<file path="src/design/tli_pkg.sv">
package tli_pkg;

  localparam int unsigned DataWidth = 32;
  localparam int unsigned StatusWidth = 2;
  localparam int unsigned MagWidth = 65;
  localparam int unsigned QuoWidth = 35;

  typedef enum logic [StatusWidth-1:0] {
    ST_INTERIOR = 2'd0,
    ST_BELOW    = 2'd1,
    ST_ABOVE    = 2'd2,
    ST_EMPTY    = 2'd3
  } status_t;

  typedef enum logic {
    CMD_WRITE = 1'b0,
    CMD_QUERY = 1'b1
  } command_t;

  typedef enum logic [2:0] {
    DP_NONE,
    DP_LOAD_LEFT,
    DP_LOAD_RIGHT,
    DP_START_VALUE,
    DP_START_SLOPE
  } dp_op_t;

  typedef struct packed {
    dp_op_t op;
  } dp_cmd_t;

  typedef struct packed {
    logic div_busy;
    logic pos_gt_energy;
    logic span_pos;
  } dp_status_t;

endpackage

</file>
<file path="src/design/tli_ctrl.sv">
module tli_ctrl #(
  parameter int unsigned TABLE_DEPTH = 64
) (
  input  logic                            clk,
  input  logic                            rst,
  input  logic                            go,
  input  logic [6:0]                      count,
  input  tli_pkg::dp_status_t             status,
  input  logic [tli_pkg::DataWidth-1:0]   quo_value,
  input  logic [tli_pkg::DataWidth-1:0]   rd_value,
  input  logic                            out_taken,
  output tli_pkg::dp_cmd_t                cmd,
  output logic [$clog2(TABLE_DEPTH)-1:0]  rd_addr,
  output logic                            busy,
  output logic                            res_valid,
  output logic [tli_pkg::DataWidth-1:0]   res_value,
  output logic [tli_pkg::DataWidth-1:0]   res_slope,
  output tli_pkg::status_t                res_status
);
  import tli_pkg::*;

  localparam int unsigned AddrWidth = $clog2(TABLE_DEPTH);
  localparam int unsigned IdxWidth = AddrWidth + 1;

  typedef enum logic [3:0] {
    S_IDLE, S_SCAN, S_SCAN_WAIT, S_RD_L, S_RD_LW, S_RD_R, S_RD_RW,
    S_VAL, S_VAL_WAIT, S_SLOPE, S_SLOPE_WAIT, S_OUT
  } state_t;

  state_t state;
  logic [IdxWidth-1:0] n;
  logic [IdxWidth-1:0] idx;
  logic [IdxWidth-1:0] left;
  logic                interior;
  logic [IdxWidth-1:0] n_clip;
  logic [DataWidth-1:0] val_r;
  logic [DataWidth-1:0] slope_r;
  status_t             stat_r;
  logic                out_load;

  assign n_clip = (32'(count) > 32'(TABLE_DEPTH)) ? IdxWidth'(TABLE_DEPTH)
                                                  : IdxWidth'(count);
  assign out_load = (state == S_OUT) && (!res_valid || out_taken);

  always_comb begin
    cmd.op = DP_NONE;
    case (state)
      S_RD_R: cmd.op = DP_LOAD_LEFT;
      S_RD_RW: cmd.op = DP_LOAD_RIGHT;
      S_VAL: cmd.op = DP_START_VALUE;
      S_SLOPE: cmd.op = DP_START_SLOPE;
      default: cmd.op = DP_NONE;
    endcase
  end

  always_ff @(posedge clk) begin
    if (rst) begin
      state <= S_IDLE;
      res_valid <= 1'b0;
    end else begin
      if (out_load) begin
        res_valid <= 1'b1;
        res_value <= val_r;
        res_slope <= slope_r;
        res_status <= stat_r;
      end else if (out_taken) begin
        res_valid <= 1'b0;
      end
      case (state)
        S_IDLE: begin
          if (go) begin
            n <= n_clip;
            idx <= '0;
            rd_addr <= '0;
            if (n_clip == '0) begin
              val_r <= '0;
              slope_r <= '0;
              stat_r <= ST_EMPTY;
              state <= S_OUT;
            end else begin
              state <= S_SCAN;
            end
          end
        end
        S_SCAN: state <= S_SCAN_WAIT;
        S_SCAN_WAIT: begin
          if (status.pos_gt_energy || idx + 1'b1 == n) begin
            if (status.pos_gt_energy && idx != '0) begin
              stat_r <= ST_INTERIOR;
              interior <= 1'b1;
              left <= idx - 1'b1;
            end else if (status.pos_gt_energy) begin
              stat_r <= ST_BELOW;
              interior <= 1'b0;
              left <= '0;
              val_r <= rd_value;
            end else begin
              stat_r <= ST_ABOVE;
              interior <= 1'b0;
              left <= idx - 1'b1;
              val_r <= rd_value;
            end
            slope_r <= '0;
            if (status.pos_gt_energy && idx != '0 || n >= IdxWidth'(2)) begin
              state <= S_RD_L;
            end else begin
              state <= S_OUT;
            end
          end else begin
            idx <= idx + 1'b1;
            rd_addr <= AddrWidth'(idx + 1'b1);
            state <= S_SCAN;
          end
        end
        S_RD_L: begin
          rd_addr <= AddrWidth'(left);
          state <= S_RD_LW;
        end
        S_RD_LW: begin
          rd_addr <= AddrWidth'(left + 1'b1);
          state <= S_RD_R;
        end
        S_RD_R: state <= S_RD_RW;
        S_RD_RW: state <= interior ? S_VAL : S_SLOPE;
        S_VAL: state <= S_VAL_WAIT;
        S_VAL_WAIT: begin
          if (!status.div_busy) begin
            val_r <= quo_value;
            state <= S_SLOPE;
          end
        end
        S_SLOPE: state <= S_SLOPE_WAIT;
        S_SLOPE_WAIT: begin
          if (!status.div_busy) begin
            slope_r <= status.span_pos ? quo_value : '0;
            state <= S_OUT;
          end
        end
        S_OUT: begin
          if (out_load) begin
            state <= S_IDLE;
          end
        end
        default: state <= S_IDLE;
      endcase
    end
  end

  assign busy = (state != S_IDLE);

`ifndef SYNTHESIS
  a_idle_no_cmd: assert property (@(posedge clk) disable iff (rst)
    state == S_IDLE |-> cmd.op == DP_NONE) else $error("cmd while idle");
  a_empty_status: assert property (@(posedge clk) disable iff (rst)
    (state == S_IDLE && go && n_clip == '0) |=> stat_r == ST_EMPTY)
    else $error("empty status");
  a_scan_bound: assert property (@(posedge clk) disable iff (rst)
    state == S_SCAN_WAIT |-> idx < n) else $error("scan overrun");
`endif
endmodule

</file>
<file path="config.mk">
export PLATFORM = sky130hd
export DESIGN_NAME = tli_ctrl
export DESIGN_NICKNAME = d
export VERILOG_FILES = /design/src/design/tli_pkg.sv /design/src/design/tli_ctrl.sv
export SDC_FILE = /design/constraint.sdc
export NUM_CORES = 1
export LEC_CHECK = 0
export ABC_AREA = 0
export CORE_MARGIN = 4
export CORE_UTILIZATION = 60
export CTS_CLUSTER_SIZE = 14
export DETAILED_ROUTE_END_ITERATION = 8
export DONT_BUFFER_PORTS = 1
export PLACE_DENSITY = 0.84
export SYNTH_ARGS = -nofsm -noshare
export SYNTH_HDL_FRONTEND = slang
export SYNTH_SLANG_ARGS = --single-unit
</file>
<file path="constraint.sdc">
create_clock -name clk -period 7 [get_ports clk]
set_clock_uncertainty 0.2 [all_clocks]
set_input_delay 0.35 -clock clk [delete_from_list [all_inputs] [get_ports clk]]
set_output_delay 0.35 -clock clk [all_outputs]
set_load 0.02 [all_outputs]
</file>
## Word-level counts from Yosys, hierarchy flattened

Cells that the tools add are included.
W data, S select, Z words.

- $lt $le $gt $ge: 2
- Equal/unequal tests: 20
- Reductions and logical operators: 24
- Bitwise operators: 1
- Add/subtract/negate cells: 3
- Muxes and demuxes: 38

Operators with widths:

| cell | number |
|---|---|
| $mux W32 | 8 |
| $pmux W32 S3 | 2 |
| $pmux W4 S12 | 1 |
| $mux W4 | 8 |
| $mux W6 | 4 |
| $pmux W6 S4 | 1 |
| $mux W7 | 3 |
| $eq A4 B3 Y1 const B | 4 |
| $eq A4 B4 Y1 const B | 4 |
| $ne A2 B2 Y1 const B | 8 |
| $pmux W7 S2 | 1 |
| $pmux W3 S4 | 1 |
| $reduce_and A4 Y1 | 3 |
| $mux W2 | 5 |
| $eq A4 B2 Y1 const B | 2 |
| $reduce_bool A4 Y1 | 2 |
| $add A7 B1 Y7 const B | 1 |
| $eq A7 B7 Y1 | 1 |
| $ge A7 B2 Y1 const B | 1 |
| $gt A7 B7 Y1 const B | 1 |
| $logic_not A7 Y1 | 1 |
| $reduce_and A7 Y1 | 1 |
| $reduce_bool A7 Y1 | 1 |
| $add A6 B1 Y6 const B | 1 |
| 15 further kinds | 23 |

- Register bits: 164
- Output and inout port bits: 77
- Input port bits: 78
- Logic and storage cells: 101

## Depth between registers and ports, before layout

Gate-level depths: netlist (run 1).

- Depth in word-level cells: 6
- Gate-level depth with buffers: 8
- Mapped depth without buffers: 7

## Worst setup path after synthesis (run 1)

OpenSTA, ideal clock, no wires.

- Path type: register -> register
- From: register idx[0]
- To: register slope_r[0], enable pin
- Setup slack: 1.643 ns
- Path buffers: 1
- Data arrival time: 4.656 ns
- Cell stages (with the launch flop): 9
- Required time: 6.299 ns
- Cell sequence: edfxtp_1 -> clkbuf_1 -> inv_1 -> ha_1 -> xnor2_1 -> nand3_1 -> nor3_1 -> a211oi_1 -> nor4_1

- Word-level cells in the longest chain between the ends: 5

RTL lines:

| what | line | source |
|---|---|---|
| start, declared | tli_ctrl.sv:32 | `logic [IdxWidth-1:0] idx;` |
| start signal, assigned | tli_ctrl.sv:110 | `idx <= idx + 1'b1;` |
| $add A7 B1 Y7 | - |  |
| $eq A7 B7 Y1 | tli_ctrl.sv:87 | `if (status.pos_gt_energy \|\| idx + 1'b1 == n) begin` |
| $logic_or A1 B1 Y1 | tli_ctrl.sv:87 |  |
| $ne A2 B2 Y1 (no source line) | - |  |
| $reduce_and A6 Y1 (no source line) | - |  |
| end signal, assigned | tli_ctrl.sv:135 | `slope_r <= status.span_pos ? quo_value : '0;` |
| end, declared | tli_ctrl.sv:37 | `logic [DataWidth-1:0] slope_r;` |

Every way passes these cells.
A chain may end at the register's enable or synchronous reset.

## Final worst setup path (run 1)

- From: register idx[0]
- To: register val_r[21], enable pin

- Word-level cells in the longest chain between the ends: 5
- Elaborated cells between the ends (all ways): 8
- Classes of those cells: add/sub (1); eq/ne (3); reduce/logical (4)

RTL lines:

| what | line | source |
|---|---|---|
| $add A7 B1 Y7 | - |  |
| $eq A7 B7 Y1 | tli_ctrl.sv:87 |  |
| $logic_or A1 B1 Y1 | tli_ctrl.sv:87 |  |
| $ne A2 B2 Y1 (no source line) | - |  |
| $reduce_and A7 Y1 (no source line) * | - |  |
| end signal, assigned | tli_ctrl.sv:96 | `val_r <= rd_value;` |
| end signal, assigned | tli_ctrl.sv:101 | `val_r <= rd_value;` |
| end signal, assigned | tli_ctrl.sv:128 | `val_r <= quo_value;` |
| end, declared | tli_ctrl.sv:36 | `logic [DataWidth-1:0] val_r;` |

Every way passes the cells marked *; elsewhere a longest branch is shown, timed or not.

==> key figures, run 1 <==
Outcome
  • Status: finished, final reports clean

GRT
  • Initial antenna violation count: 2
  • Global-route wire length before repair: 24500 microns
  • Pin count of the biggest net entering global routing: 67
  • Vias in the first global route: 4077
  • Grt ovf: 0
  • GR Util All Layers: 26.3%

Pwr
  • Leakage power: 2.74 nW
  • Peak VDD IR: 0.000198 V
  • Total Power: 2.24 mW
  • Power per cell area: 281 nW/um^2

Route
  • Post-DR wirelength/cell: 25.3 microns
  • Initial DRT Pass Iterations: 6
  • DR DRC count: 0
  • Post-DRT Antenna Nets: 0
  • Via density: 6.23
  • DRT iter0 DRCs: 451
  • Via Count: 4016
  • Final WL: 16300 microns

Synthesis
  • Mapped cell area: 6480 sq um
  • Cell count after synthesis: 413
  • XOR/XNOR Fraction of Synth Area: 2.45%
  • Most common cell in the netlist: edfxtp_1
  • Seq/Total Area, Yosys: 75.3%
  • Synth cell count leaders: edfxtp_1 (159), and2_1 (33), a22o_1 (32)
  • Mux cell area share after synthesis: 0.155%
  • Async set-reset flop share out of synthesis: 0%
  • Top-area cell type share of the netlist area: 73.7%
  • YS warnings: 0
  • Simple-gate share of the synthesized area: 11.2%
  • Cell variety after synth: 54
  • Post-synth top flop: edfxtp_1
  • #FFs+latches synth: 164
  • Synth Area in Compound Gates: 8.58%
  • Yosys top cell by area: edfxtp_1
  • Largest family of logic cells by synthesized area: simple AND/OR/NAND/NOR gates
  • Syn_nets: 494
  • Synth top area cells: edfxtp_1 (74%), a22o_1 (4.3%), and2_1 (3.2%), nor2_1 (1.7%), dfxtp_1 (1.5%)
  • Post-synth EDFFs: 159
  • Syn Area/Cell: 15.7 sq um
  • Post-Synth Adder-Cell Area: 0.579%

Clocking
  • Root cell of the clock tree: clkbuf_8
  • CTS Buf Count: 17
  • Longest Clk Path Bufs: 2
  • Worst-Skew Late Latency: 520 ps
  • Clock Sinks: 164
  • Clock transition at path regs: 70 ps
  • CTS tree: done
  • H-Tree Depth: 4

Timing
  • Max-slew violations: 0
  • Minimum clock period after layout: 3140 ps
  • TNS Setup: 0 ps
  • RSZ-0062 raised after global routing: false
  • F_max: 319 MHz
  • Final Hold Viols: 0
  • Worst-margin pin slew: 1050 ps
  • Max transition margin: 29.7%
  • Fin crit share: 44.8%
  • # setup viols final: 0

Die
  • Die X-Extent: 112 microns
  • Chip height: 112 microns
  • Die area: 12500 sq um
  • Core area: 10400 sq um
  • Boundary pin count: 155
  • Cell row count: 37
  • Initial core utilization: 62.2%

Worst setup path
  • Worst reg2reg setup slack: 3860 ps
  • Critical Path RT: 6960 ps
  • CP Capture Type: register
  • Max incr delay on CP: 520 ps
  • Buf+Inv Stages, Crit Path: 2
  • Reg2Reg Depth: 8
  • Crit path cell chain: inv_1 > ha_1 > or4b_4 > o31a_1 > a21oi_1 > a21oi_1 > nor4_4 > buf_4
  • Critical-path maximum fanout: 32
  • Slowest CP cell: edfxtp_1
  • Critical Path AT: 3100 ps
  • Reg-to-Reg Start: idx[0]
  • Startpoint types: register
  • CP Class: reg -> reg
  • Worst R2R End: val_r[21]
  • Critical Path Most Common Cell: a21oi_1
  • CP top delay family: simple AND/OR/NAND/NOR gates

Worst hold path
  • Hold Path End: left[0]
  • Min-Delay Path Class: in -> reg
  • Min-delay src: status[1]
  • Hold path cells: 2

Finish
  • Nets: 574
  • Share of cells above drive strength 1: 8.70%
  • Layout Utilization: 76.6%
  • # fillers: 581
  • Area Overhead vs Synth: 23.1%

Placement
  • Dpl hpwl: 9430 microns
  • Port buffer count: 0
  • Final GP Congestion: 0.961

Flow run
  • Max_cap viols: 0
-- worst register-to-register path, cell delays in order (launching register included) --
cell	delay, ps
edfxtp_1	520
inv_1	130
ha_1	200
or4b_4	490
o31a_1	290
a21oi_1	150
a21oi_1	80
nor4_4	250
buf_4	450
-- worst max-delay path by stage --
stage                     startpoint    endpoint  slack, ps  depth (start not counted)
final                         idx[0]   val_r[21]       3860                          8
after global routing          idx[0]   val_r[16]       3690                          8
after CTS                     idx[0]   val_r[22]       3890                          8
after detailed placement      idx[0]    val_r[5]       3950                          8
after global placement        idx[0]    val_r[5]       4020                          8
after floorplan               idx[0]  slope_r[0]       1640                          8
-- cells in the final DEF, fill, tap and decap left out, types with 8 or more instances in the layout --
| cell type | count |
|---|---|
| clkbuf_16 | 16 |
| nor2b_1 | 8 |
| nand2_1 | 13 |
| o21ai_0 | 9 |
| nor3_1 | 8 |
| and2_1 | 33 |
| nor2_1 | 27 |
| nand3_1 | 9 |
| edfxtp_1 | 159 |
| dlygate4sd3_1 | 76 |
| inv_1 | 8 |
| a22o_1 | 32 |
-- cells by family after synthesis --
group | count (synthesis)
compound gates | 72
simple gates | 130
xor+xnor | 15
mux | 1
buf+inv | 28
flops | 164
fa+ha+maj | 3
-- area by class of cell --
cell class | count | area (sq um) | share of cell area [%]
antenna | 3 | 7.51 | 0.0941
clock buffer | 18 | 418 | 5.24
clock inverter | 14 | 165 | 2.07
inverter | 8 | 30.0 | 0.377
multi-input combinational | 221 | 1510 | 19.0
sequential | 164 | 4870 | 61.1
tap | 136 | 170 | 2.13
timing repair buffer | 81 | 798 | 10.0
-- routing by layer --
layer	global-route usage [%]	vias up	routed length [microns]
met1	32.8	1972	5950
met4	8.11	0	374
met5	0	-	0
li1	-	1752	-
met2	44.5	258	8390
met3	7.83	34	1610
-- timing repair --
| item | 4_1_cts | 5_1_grt |
|---|---|---|
| setup endpoints to repair | 0 | 0 |
| buffers inserted | 0 | 0 |
| gates resized for setup | 0 | 0 |
| hold endpoints to repair | 94 | 0 |
| hold buffers | 76 | 0 |
-- metrics by stage --
| step | instances | area [sq um] | hold slack (ps) | setup slack [ps] |
|---|---|---|---|---|
| 2_1_floorplan | 413 | 6480 | 200 | 1640 |
| 3_3_place_gp | 534 | 6620 | 201 | 4020 |
| 3_5_place_dp | 534 | 6620 | 205 | 3950 |
| 4_1_cts | 642 | 7970 | 6.23 | 3890 |
| 5_1_grt | 645 | 7980 | 45.1 | 3690 |
| 6_report | 645 | 7980 | 31.8 | 3860 |
-- power by group --
part / total [mW] / switching (mW) / internal, mW
registers: 1.16 / 0.0308 / 1.13
clock network: 0.909 / 0.419 / 0.490
logic: 0.169 / 0.0956 / 0.0732
total: 2.24 / 0.545 / 1.69
-- sequential cells by signal (all words and copies together) (netlist names) --
name        cells
left            6
stat_r          2
interior        1
rd_addr         6
slope_r        32
res_value      32
res_status      2
val_r          32
res_slope      32
state           4
res_valid       1
idx             7
n               7
No activity file was read; power rests on OpenSTA's default activity.
==> run 2: changes to the inputs <==
- CORE_UTILIZATION: 60 -> 57
- PLACE_DENSITY: 0.84 -> 0.83
- clock period: 7 -> 2.6 ns (I/O delays scaled with it)
==> key figures, run 2 (synthesis results as in run 1) <==
Outcome
  • Status: finished, violations left
  • Failing checks: setup timing

Worst setup path
  • Worst reg2reg setup slack: -160 ps
  • Reg-to-Reg Start: idx[0]
  • CP top delay family: simple AND/OR/NAND/NOR gates
  • Reg2Reg Depth: 9
  • CP Class: reg -> reg
  • Worst R2R End: val_r[12]
  • Startpoint types: register
  • CP Capture Type: register
  • Critical-path maximum fanout: 8
  • Critical Path AT: 2700 ps
  • Critical Path Most Common Cell: a21oi_2
  • Crit path cell chain: inv_4 > ha_4 > or4b_4 > o31a_1 > a21oi_2 > a21oi_2 > nor4_4 > buf_6 > clkbuf_16
  • Max incr delay on CP: 470 ps
  • Critical Path RT: 2540 ps
  • Buf+Inv Stages, Crit Path: 3
  • Slowest CP cell: or4b_4

Finish
  • Area used by multi-input combinational logic: 1630 sq um
  • Nets: 620
  • Commonest non-fill, non-tap cells in the layout: edfxtp_1 (159), dlygate4sd3_1 (78), buf_4 (34)
  • Share of cells above drive strength 1: 20.1%
  • Layout Utilization: 78.6%
  • Area Overhead vs Synth: 33.2%
  • Register area: 4880 sq um
  • Ant. Diodes: 0
  • Most common cell after layout, fill and taps aside: edfxtp_1
  • # fillers: 544

Clocking
  • Worst-Skew Late Latency: 430 ps
  • Root cell of the clock tree: clkbuf_16
  • Clock Sinks: 164
  • CTS Buf Count: 17
  • Clock transition at path regs: 60 ps
  • H-Tree Depth: 4
  • CTS tree: done
  • Longest Clk Path Bufs: 2

Route
  • DR DRC count: 0
  • Post-DR wirelength/cell: 25.3 microns
  • Post-DRT Antenna Nets: 0
  • Via density: 6.09
  • DRT iter0 DRCs: 448
  • Via Count: 4206
  • Final WL: 17500 microns
  • Initial DRT Pass Iterations: 5

Die
  • Boundary pin count: 155
  • Cell row count: 38
  • Chip height: 115 microns
  • Initial core utilization: 59.0%
  • Die area: 13100 sq um
  • Die X-Extent: 115 microns
  • Core area: 11000 sq um

Worst hold path
  • Hold path cells: 2
  • Min-Delay Path Class: in -> reg
  • Hold Path End: rd_addr[5]
  • Min-delay src: go

Timing
  • TNS Setup: -5270 ps
  • # setup viols final: 64
  • Fin crit share: 106%
  • Max transition margin: 58.2%
  • RSZ-0062 raised after global routing: true
  • Minimum clock period after layout: 2760 ps
  • F_max: 363 MHz
  • Worst-margin pin slew: 624 ps
  • Max-slew violations: 0
  • Final Hold Viols: 0
  • Final worst slack: -158 ps

Pwr
  • Int Pwr: 4.91 mW
  • Sw Share: 23.5%
  • Power per cell area: 744 nW/um^2
  • Logic pwr share: 10.3%
  • Switching pwr: 1.51 mW
  • Leakage power: 3.08 nW
  • Clock power share: 41.3%
  • Total Power: 6.42 mW
  • Peak VDD IR: 0.000678 V
  • Sequential share of power: 48.3%

Flow run
  • Max_cap viols: 0

GRT
  • GR Util All Layers: 25.4%
  • Pin count of the biggest net entering global routing: 52
  • Grt ovf: 0
  • Initial antenna violation count: 0
  • Global-route wire length before repair: 24500 microns
  • Vias in the first global route: 4163

Placement
  • Final GP Congestion: 0.908
  • Dpl ws: -59.1 ps
  • Port buffer count: 0
  • Dpl hpwl: 9620 microns
run 2: worst max path at each step:
stage               cells after the start  slack (ps)         to    from
finish                                  9        -160  val_r[12]  idx[0]
global route                            9        -210  val_r[12]  idx[0]
CTS                                     8         -90   val_r[3]  idx[0]
detailed placement                      8         -60   val_r[3]  idx[0]
global placement                        8         -20   val_r[7]  idx[0]
floorplan                               8        -760   val_r[0]  idx[0]
run 2: what timing repair did:
| action | in CTS | in global routing |
|---|---|---|
| setup endpoints to repair | 32 | 87 |
| hold endpoints to repair | 172 | 0 |
| gates cloned | 0 | 6 |
| pin swaps | 0 | 4 |
| hold buffers | 78 | 0 |
| resized for setup | 0 | 29 |
| setup buffers | 0 | 8 |
run 2: area by class of cell:
cell class	count	share of cell area, %
sequential	164	56.5
multi-input combinational	221	18.9
timing repair buffer	127	15.0
clock buffer	17	4.93
clock inverter	14	2.16
tap	140	2.03
inverter	8	0.377
run 2: per-layer routing:
metal	share of wire, %	vias up	GRT usage (%)
met2	52	302	43.6
met5	0	-	0
met3	10	40	7.61
met1	35	2027	31.0
li1	-	1837	-
met4	3.1	0	7.92
run 2: per-stage QoR:
step	area, sq um	hold WS, ps	instances
detailed placement	6950	2.29	569
finish	8630	73.0	691
floorplan	6550	83.0	413
global route	8630	70.2	691
CTS	8340	116	678
global placement	6950	4.04	569
run 2: power groups by stage:
stage	clock, mW	sequential [mW]	combinational, mW
finish	2.65	3.11	0.664
global route	2.79	3.11	0.706
CTS	2.61	3.10	0.543
detailed placement	0	3.15	0.425
global placement	0	3.15	0.414
floorplan	0	3.13	0.290
